<file path="config.mk">
export PLATFORM = sky130hd
export DESIGN_NAME = notification_word_deframer
export DESIGN_NICKNAME = d
export VERILOG_FILES = /design/src/rtl/nwd_pkg.sv /design/src/rtl/notification_word_deframer.sv /design/src/rtl/nwd_step.sv
export SDC_FILE = /design/constraint.sdc
export NUM_CORES = 1
export LEC_CHECK = 0
export ABC_AREA = 1
export BUFFER_PORTS_ARGS = -buffer_cell sky130_fd_sc_hd__buf_2
export CORE_ASPECT_RATIO = 1.25
export CORE_MARGIN = 5
export CORE_UTILIZATION = 55
export CTS_BUF_LIST = sky130_fd_sc_hd__clkbuf_16
export DETAILED_ROUTE_END_ITERATION = 7
export PLACE_DENSITY = 0.78
export SLEW_MARGIN = 10
export SYNTH_ARGS = -nofsm -noshare
export SYNTH_HDL_FRONTEND = slang
export SYNTH_HIERARCHICAL = 1
export SYNTH_SLANG_ARGS = --single-unit
</file>
<file path="constraint.sdc">
create_clock -name clock -period 4.4 [get_ports clock]
set_input_delay 0.44 -clock clock [delete_from_list [all_inputs] [get_ports clock]]
set_output_delay 0.44 -clock clock [all_outputs]
set_load 0.005 [all_outputs]
</file>
<file path="src/rtl/nwd_pkg.sv">
`timescale 1ns / 1ps
// ----------------------------------------------------------------------------
// nwd_pkg
// Types and header field positions shared by the notification word deframer.
// ----------------------------------------------------------------------------
package nwd_pkg;

   localparam int unsigned WordWidth     = 32;
   localparam int unsigned SeqWidth      = 16;
   localparam int unsigned BlenWidth     = 4;
   localparam int unsigned EventWidth    = 6;
   localparam int unsigned RemainWidth   = 5;

   // header layout
   localparam int unsigned SeqLsb        = 16;
   localparam int unsigned BlenLsb       = 12;
   localparam int unsigned EventLsb      = 0;

   localparam int unsigned RspDataWidth  = 48;

   typedef struct packed {
      logic [SeqWidth-1:0]    expected_sequence;
      logic [RemainWidth-1:0] payload_remaining;
      logic [EventWidth-1:0]  record_event;
      logic                   record_deliverable;
   } nwd_state_type;

   typedef struct packed {
      logic                   truncated;
      logic                   bad_event;
      logic                   sequence_error;
      logic [WordWidth-1:0]   event_value;
      logic [EventWidth-1:0]  event_number;
      logic                   deliver;
   } nwd_result_type;

endpackage

</file>
<file path="src/rtl/notification_word_deframer.sv">
`timescale 1ns / 1ps
// ----------------------------------------------------------------------------
// notification_word_deframer
// Walks packets of 32-bit notification words and reports one result word per
// input word: delivered event values and sequence, event and truncation flags.
// ----------------------------------------------------------------------------
// Usage:
//   req_*  : one notification word per handshake in req_tdata, req_tlast on
//            the final word of a packet.
//   rsp_*  : exactly one result word per accepted request word, in order.
//   Path: a word accepted on req_* passes the input register, the decode
//            step and the result register before it shows on rsp_tvalid.
//   Throughput: one word per cycle while rsp_tready is high, set by
//            the single decode step between the input and result registers.
//   Stall: while rsp_tready is low the result register holds; the input
//            register still takes one more word, then req_tready drops.
//   Reset: synchronous, active high; empties both registers, clears the
//            expected sequence and returns the deframer to expecting a header.
// ----------------------------------------------------------------------------
module notification_word_deframer #(
   parameter int unsigned EVENT_COUNT = 32
) (
   input  logic                                 clock,
   input  logic                                 reset,
   // request channel
   input  logic                                 req_tvalid,
   output logic                                 req_tready,
   input  logic [nwd_pkg::WordWidth-1:0]        req_tdata,  // [31:0] word
   input  logic                                 req_tlast,  // last_word
   // result channel
   output logic                                 rsp_tvalid,
   input  logic                                 rsp_tready,
   // [0] deliver, [6:1] event_number, [38:7] event_value,
   // [39] sequence_error, [40] bad_event, [41] truncated, [47:42] zero
   output logic [nwd_pkg::RspDataWidth-1:0]     rsp_tdata
);
   import nwd_pkg::*;

   localparam int unsigned ResultWidth = $bits(nwd_result_type);

   // input register
   logic                 in_valid_ff, in_valid_in;
   logic [WordWidth-1:0] in_word_ff,  in_word_in;
   logic                 in_last_ff,  in_last_in;

   // result register
   logic                 rsp_valid_ff, rsp_valid_in;
   nwd_result_type       rsp_data_ff,  rsp_data_in;

   // deframer state
   nwd_state_type        state_ff, state_in;

   nwd_result_type       step_result;
   nwd_state_type        step_state;

   logic                 advance;
   logic                 take_req;

   // move a word from the input register into the result register
   assign advance    = in_valid_ff && (!rsp_valid_ff || rsp_tready);
   // take a new word when the input register is empty or emptying
   assign req_tready = !in_valid_ff || advance;
   assign take_req   = req_tvalid && req_tready;

   nwd_step #(
      .EVENT_COUNT (EVENT_COUNT)
   ) u_step (
      .state_cur (state_ff),
      .word      (in_word_ff),
      .last_word (in_last_ff),
      .result    (step_result),
      .state_nxt (step_state)
   );

   always_comb begin
      // input register: load on accept, empty when the word advances
      in_valid_in = in_valid_ff;
      in_word_in  = in_word_ff;
      in_last_in  = in_last_ff;
      if (take_req) begin
         in_valid_in = 1'b1;
         in_word_in  = req_tdata;
         in_last_in  = req_tlast;
      end else if (advance) begin
         in_valid_in = 1'b0;
      end

      // result register: drop a taken result, load the decoded one
      rsp_valid_in = rsp_valid_ff;
      rsp_data_in  = rsp_data_ff;
      if (rsp_valid_ff && rsp_tready) begin
         rsp_valid_in = 1'b0;
      end
      if (advance) begin
         rsp_valid_in = 1'b1;
         rsp_data_in  = step_result;
      end

      // advance state only with the word that produced it
      state_in = advance ? step_state : state_ff;
   end

   always_ff @(posedge clock) begin
      if (reset) begin
         in_valid_ff  <= 1'b0;
         rsp_valid_ff <= 1'b0;
         state_ff     <= '0;
      end else begin
         in_valid_ff  <= in_valid_in;
         rsp_valid_ff <= rsp_valid_in;
         state_ff     <= state_in;
      end
   end

   // payload needs no reset
   always_ff @(posedge clock) begin
      in_word_ff  <= in_word_in;
      in_last_ff  <= in_last_in;
      rsp_data_ff <= rsp_data_in;
   end

   assign rsp_tvalid = rsp_valid_ff;
   assign rsp_tdata  = {(RspDataWidth-ResultWidth)'(0), rsp_data_ff};

`ifndef SYNTH
   // a delivery only happens on a payload word, never with header flags
   a_deliver_on_payload: assert property (@(posedge clock) disable iff (reset)
      rsp_valid_ff && rsp_data_ff.deliver
         |-> !rsp_data_ff.sequence_error && !rsp_data_ff.bad_event)
      else $error("delivery carries header flags");

   // completing a record and cutting one off cannot coincide
   a_deliver_not_trunc: assert property (@(posedge clock) disable iff (reset)
      rsp_valid_ff |-> !(rsp_data_ff.deliver && rsp_data_ff.truncated))
      else $error("delivery flagged as truncated");

   // the end of a packet always returns to expecting a header
   a_last_resets_count: assert property (@(posedge clock) disable iff (reset)
      advance && in_last_ff |=> state_ff.payload_remaining == '0)
      else $error("payload count survives end of packet");

   // a record never holds more than sixteen payload words
   a_remaining_range: assert property (@(posedge clock) disable iff (reset)
      state_ff.payload_remaining <= RemainWidth'(16))
      else $error("payload count out of range");

   // a stalled result is never overwritten
   a_result_held: assert property (@(posedge clock) disable iff (reset)
      rsp_valid_ff && !rsp_tready |=> rsp_valid_ff && $stable(rsp_data_ff))
      else $error("stalled result overwritten");
`endif

endmodule

</file>
<file path="src/rtl/nwd_step.sv">
`timescale 1ns / 1ps
// ----------------------------------------------------------------------------
// nwd_step
// Per-word decode: header check or payload count, result and next state.
// ----------------------------------------------------------------------------
module nwd_step #(
   parameter int unsigned EVENT_COUNT = 32
) (
   input  nwd_pkg::nwd_state_type              state_cur,
   input  logic [nwd_pkg::WordWidth-1:0]       word,
   input  logic                                last_word,
   output nwd_pkg::nwd_result_type             result,
   output nwd_pkg::nwd_state_type              state_nxt
);
   import nwd_pkg::*;

   localparam logic [EventWidth:0] EventLimit = (EventWidth+1)'(EVENT_COUNT);

   logic [SeqWidth-1:0]   hdr_seq;
   logic [BlenWidth-1:0]  hdr_blen;
   logic [EventWidth-1:0] hdr_event;
   logic                  is_header;
   logic                  hdr_bad;
   logic                  rec_valid;

   assign hdr_seq   = word[SeqLsb +: SeqWidth];
   assign hdr_blen  = word[BlenLsb +: BlenWidth];
   assign hdr_event = word[EventLsb +: EventWidth];
   assign is_header = (state_cur.payload_remaining == '0);
   assign hdr_bad   = !({1'b0, hdr_event} < EventLimit);
   assign rec_valid = ({1'b0, state_cur.record_event} < EventLimit);

   always_comb begin
      result    = '0;
      state_nxt = state_cur;
      if (is_header) begin
         result.sequence_error        = (hdr_seq != state_cur.expected_sequence);
         result.bad_event             = hdr_bad;
         result.truncated             = last_word && !hdr_bad;
         state_nxt.expected_sequence  = hdr_seq + SeqWidth'(1);
         state_nxt.record_event       = hdr_event;
         state_nxt.record_deliverable = !hdr_bad && (hdr_blen == '0);
         state_nxt.payload_remaining  = RemainWidth'(hdr_blen) + RemainWidth'(1);
      end else begin
         if (state_cur.payload_remaining == RemainWidth'(1)) begin
            if (state_cur.record_deliverable) begin
               result.deliver      = 1'b1;
               result.event_number = state_cur.record_event;
               result.event_value  = word;
            end
         end else begin
            result.truncated = last_word && rec_valid;
         end
         state_nxt.payload_remaining = state_cur.payload_remaining - RemainWidth'(1);
      end
      // end of packet: drop any unread payload
      if (last_word) begin
         state_nxt.payload_remaining = '0;
      end
   end

endmodule
</file>
==> out/results.ini <==
[outcome]
status = complete, no violations

[final_layout]
mostFrequentLayoutCells = nand2_1 (133), inv_1 (100), nor2_1 (84)
design_area_sq_mm = 0.005944
syn2layout_area_growth_pct = 12.72
diodes = 0
final_common_cell = nand2_1
drive_gt1_frac = 0.2111
finish.utilization = 0.6251
nets = 720

[floorplanning]
die_area_sq_mm = 0.01166
initial_core_util = 0.5546
rows = 40
fp.dieW_microns = 97.59
fp.dieH_microns = 119.5
core_area_sq_mm = 0.009509
ios = 87

[logic_synthesis]
synth_top_family_by_area = simple AND/OR/NAND/NOR gates
synth_top_area_cell = edfxtp_1
synthSimpleGateAreaFrac = 0.2484
async_flop_share = 0
synthAdderAreaFrac = 0.01423
synth_seq_cells = 105
netlist_area_sq_mm = 0.005274
synth_cells = 607
yosys_warnings = 6
synth_edf_count = 75
synth_top_area_share = 0.4270
synth_compound_area_frac = 0.06809
synth-main-ff-cell = edfxtp_1
netlist_top_cells_area = edfxtp_1 (43%), dfxtp_1 (11%), nand2_1 (9.5%), inv_1 (7.1%), nor2_1 (6.0%)
synth_xor_area_frac = 0.009964
muxShareOfSynthArea = 0
ys_seq_area_frac = 0.5409
avgSynthCellArea_sq_um = 8.688
ys_types = 32

[global_routing]
grt_max_degree = 58
grt_usage = 0.1834
antenna_found_initial = 0
grt_pass1_wl_mm = 17.05
grt_pass1_vias = 3759
grt_overflow = 0

[pwr]
power_leakage_uw = 0.002740
p_seq_frac = 0.520
p_sw_frac = 0.2713
power.share.clock = 0.340
p_per_area_mw_per_mm2 = 371.5
p_sw_uw = 599.2
ir_worst_vdd_v = 0.0002775
p_int_uw = 1609
pwr-share-comb = 0.140

[placement]
gp_congestion = 0.8576
hpwl_mm = 7.124
dpl-instance-area_sq_mm = 0.005665
port_buffers = 80

[setup_path]
cp_max_fo = 47
r2r_start = state_ff[7]$_SDFFE_PP0P_
rr_endpoint = state_ff[8]$_SDFFE_PP0P_
endpoint_kind = flip-flop
startpoint_type = flip-flop
critPathKind = reg2reg
crit_required_ns = 4.68
critPathArrivalTime_ns = 2.99
r2r_cells = 10
ff2ff_setup_slack_ns = 1.70

[clock_network]
cts_resized = 0
clock_latency_ns = 0.35
cts.sinks = 105
cts_inserted_buffers = 9
cts.path.max_buffers = 2
post_cts_buffers = 0
root_buffer = clkbuf_16
cts_tree = done
path_clk_slew_ns = 0.07
cts-hold-fix-buffers = 0
h-tree-depth = 3

[drt]
drt-total-wl_mm = 10.66
drt_first_pass_iters = 5
via_per_inst = 4.965
wl_per_cell_microns = 13.19
route.vias.total = 4012
ant_nets = 0
drt_iter0_markers = 467
drc = 0

[hold_path]
hold_path.class = in2reg
holdPathEnd = in_word_ff[3]$_DFFE_PP_
min_from = req_tdata[3]
holdPathStages = 1

[timing]
rsz0062_at_grt = false
finalMaxSlewViolations = 0
setup_violations = 0
post-route-period-util = 0.6143
finalSetupTns_ns = 0
slew_headroom = 0.2053
hold_viol_final = 0
fin_crit_ns = 2.703
skew_ns = 0.01146
worst_slew_pin_slew_ns = 1.189
fmax_ghz = 0.3700

[run]
drv_cap = 0

[final cells by class]
| type | count | area [sq um] |
|---|---|---|
| inverters | 106 | 397.9 |
| fillers | 813 | 3565 |
| clock inverters | 7 | 53.80 |
| well taps | 126 | 157.7 |
| flip-flops and latches | 105 | 2854 |
| repair buffers | 83 | 422.9 |
| multi-input cells | 372 | 1833 |
| clock buffers | 9 | 225.2 |
[cells by family (layout without fill, tap and decap cells)]
logic type	after synthesis	after routing
fa+ha+maj	6	6
compound gates	65	65
flops	105	105
buf+inv	135	205
xor+xnor	6	6
other cells	1	6
simple gates	289	289
[worst max-delay path: stages (launching register included)]
cell and delay, ns:
dfxtp_1 0.33, inv_1 0.13, ha_1 0.17, inv_1 0.08, nor2_4 0.92, inv_2 0.35, a211oi_1 0.33, inv_1 0.08
nand3_2 0.07, nand2_1 0.06, nor2_1 0.10
[registers in the layout, indices dropped and copies added, names as in the netlist]
register and flops:
rsp_tdata 42, in_word_ff 32, state_ff 28, in_valid_ff 1, rsp_tvalid 1, in_last_ff 1
[cell usage after synthesis (10+ instances only)]
cell type  number
a21oi_1        35
buf_2          10
dfxtp_1        30
edfxtp_1       75
inv_1         100
nand2_1       134
nand3_1        30
nand3_2        20
nor2_1         84
o21ai_0        12
[metrics by stage]
stage	setup slack (ns)	hold slack (ns)	instances	total power [uW]
floorplan	1.203	0.4516	612	1419
finish	1.697	0.2579	808	2208
CTS	1.706	0.2470	808	2220
detailed placement	1.748	0.4703	792	1476
global route	1.436	0.2429	808	2314
global placement	1.889	0.4620	792	1462
[metal layers]
layer / vias up / global-route usage / wire length (microns)
li1: 2049 / - / -
met1: 1832 / 0.2239 / 4546
met2: 115 / 0.3152 / 5334
met3: 16 / 0.03984 / 562
met4: 0 / 0.07273 / 211
met5: - / 0 / 0
[worst max-delay path by stage]
stage                                   startpoint                       end  slack, ns  cells past startpoint
after global placement    state_ff[7]$_SDFFE_PP0P_  state_ff[8]$_SDFFE_PP0P_       1.89                     10
after CTS                 state_ff[7]$_SDFFE_PP0P_  state_ff[8]$_SDFFE_PP0P_       1.71                     10
after detailed placement  state_ff[7]$_SDFFE_PP0P_  state_ff[8]$_SDFFE_PP0P_       1.75                     10
after floorplan           in_valid_ff$_SDFFE_PP0P_    rsp_tdata[0]$_DFFE_PP_       1.20                      4
final                     state_ff[7]$_SDFFE_PP0P_  state_ff[8]$_SDFFE_PP0P_       1.70                     10
after global routing      state_ff[7]$_SDFFE_PP0P_  state_ff[8]$_SDFFE_PP0P_       1.44                     10
[power by group through the flow]
stage	logic (uW)	registers [uW]	clock network, uW
floorplan	256	1160	0
global placement	294	1170	0
detailed placement	306	1170	0
CTS	310	1150	762
global route	350	1150	810
finish	310	1150	750
Note: power is estimated with default switching activity, not from simulation.
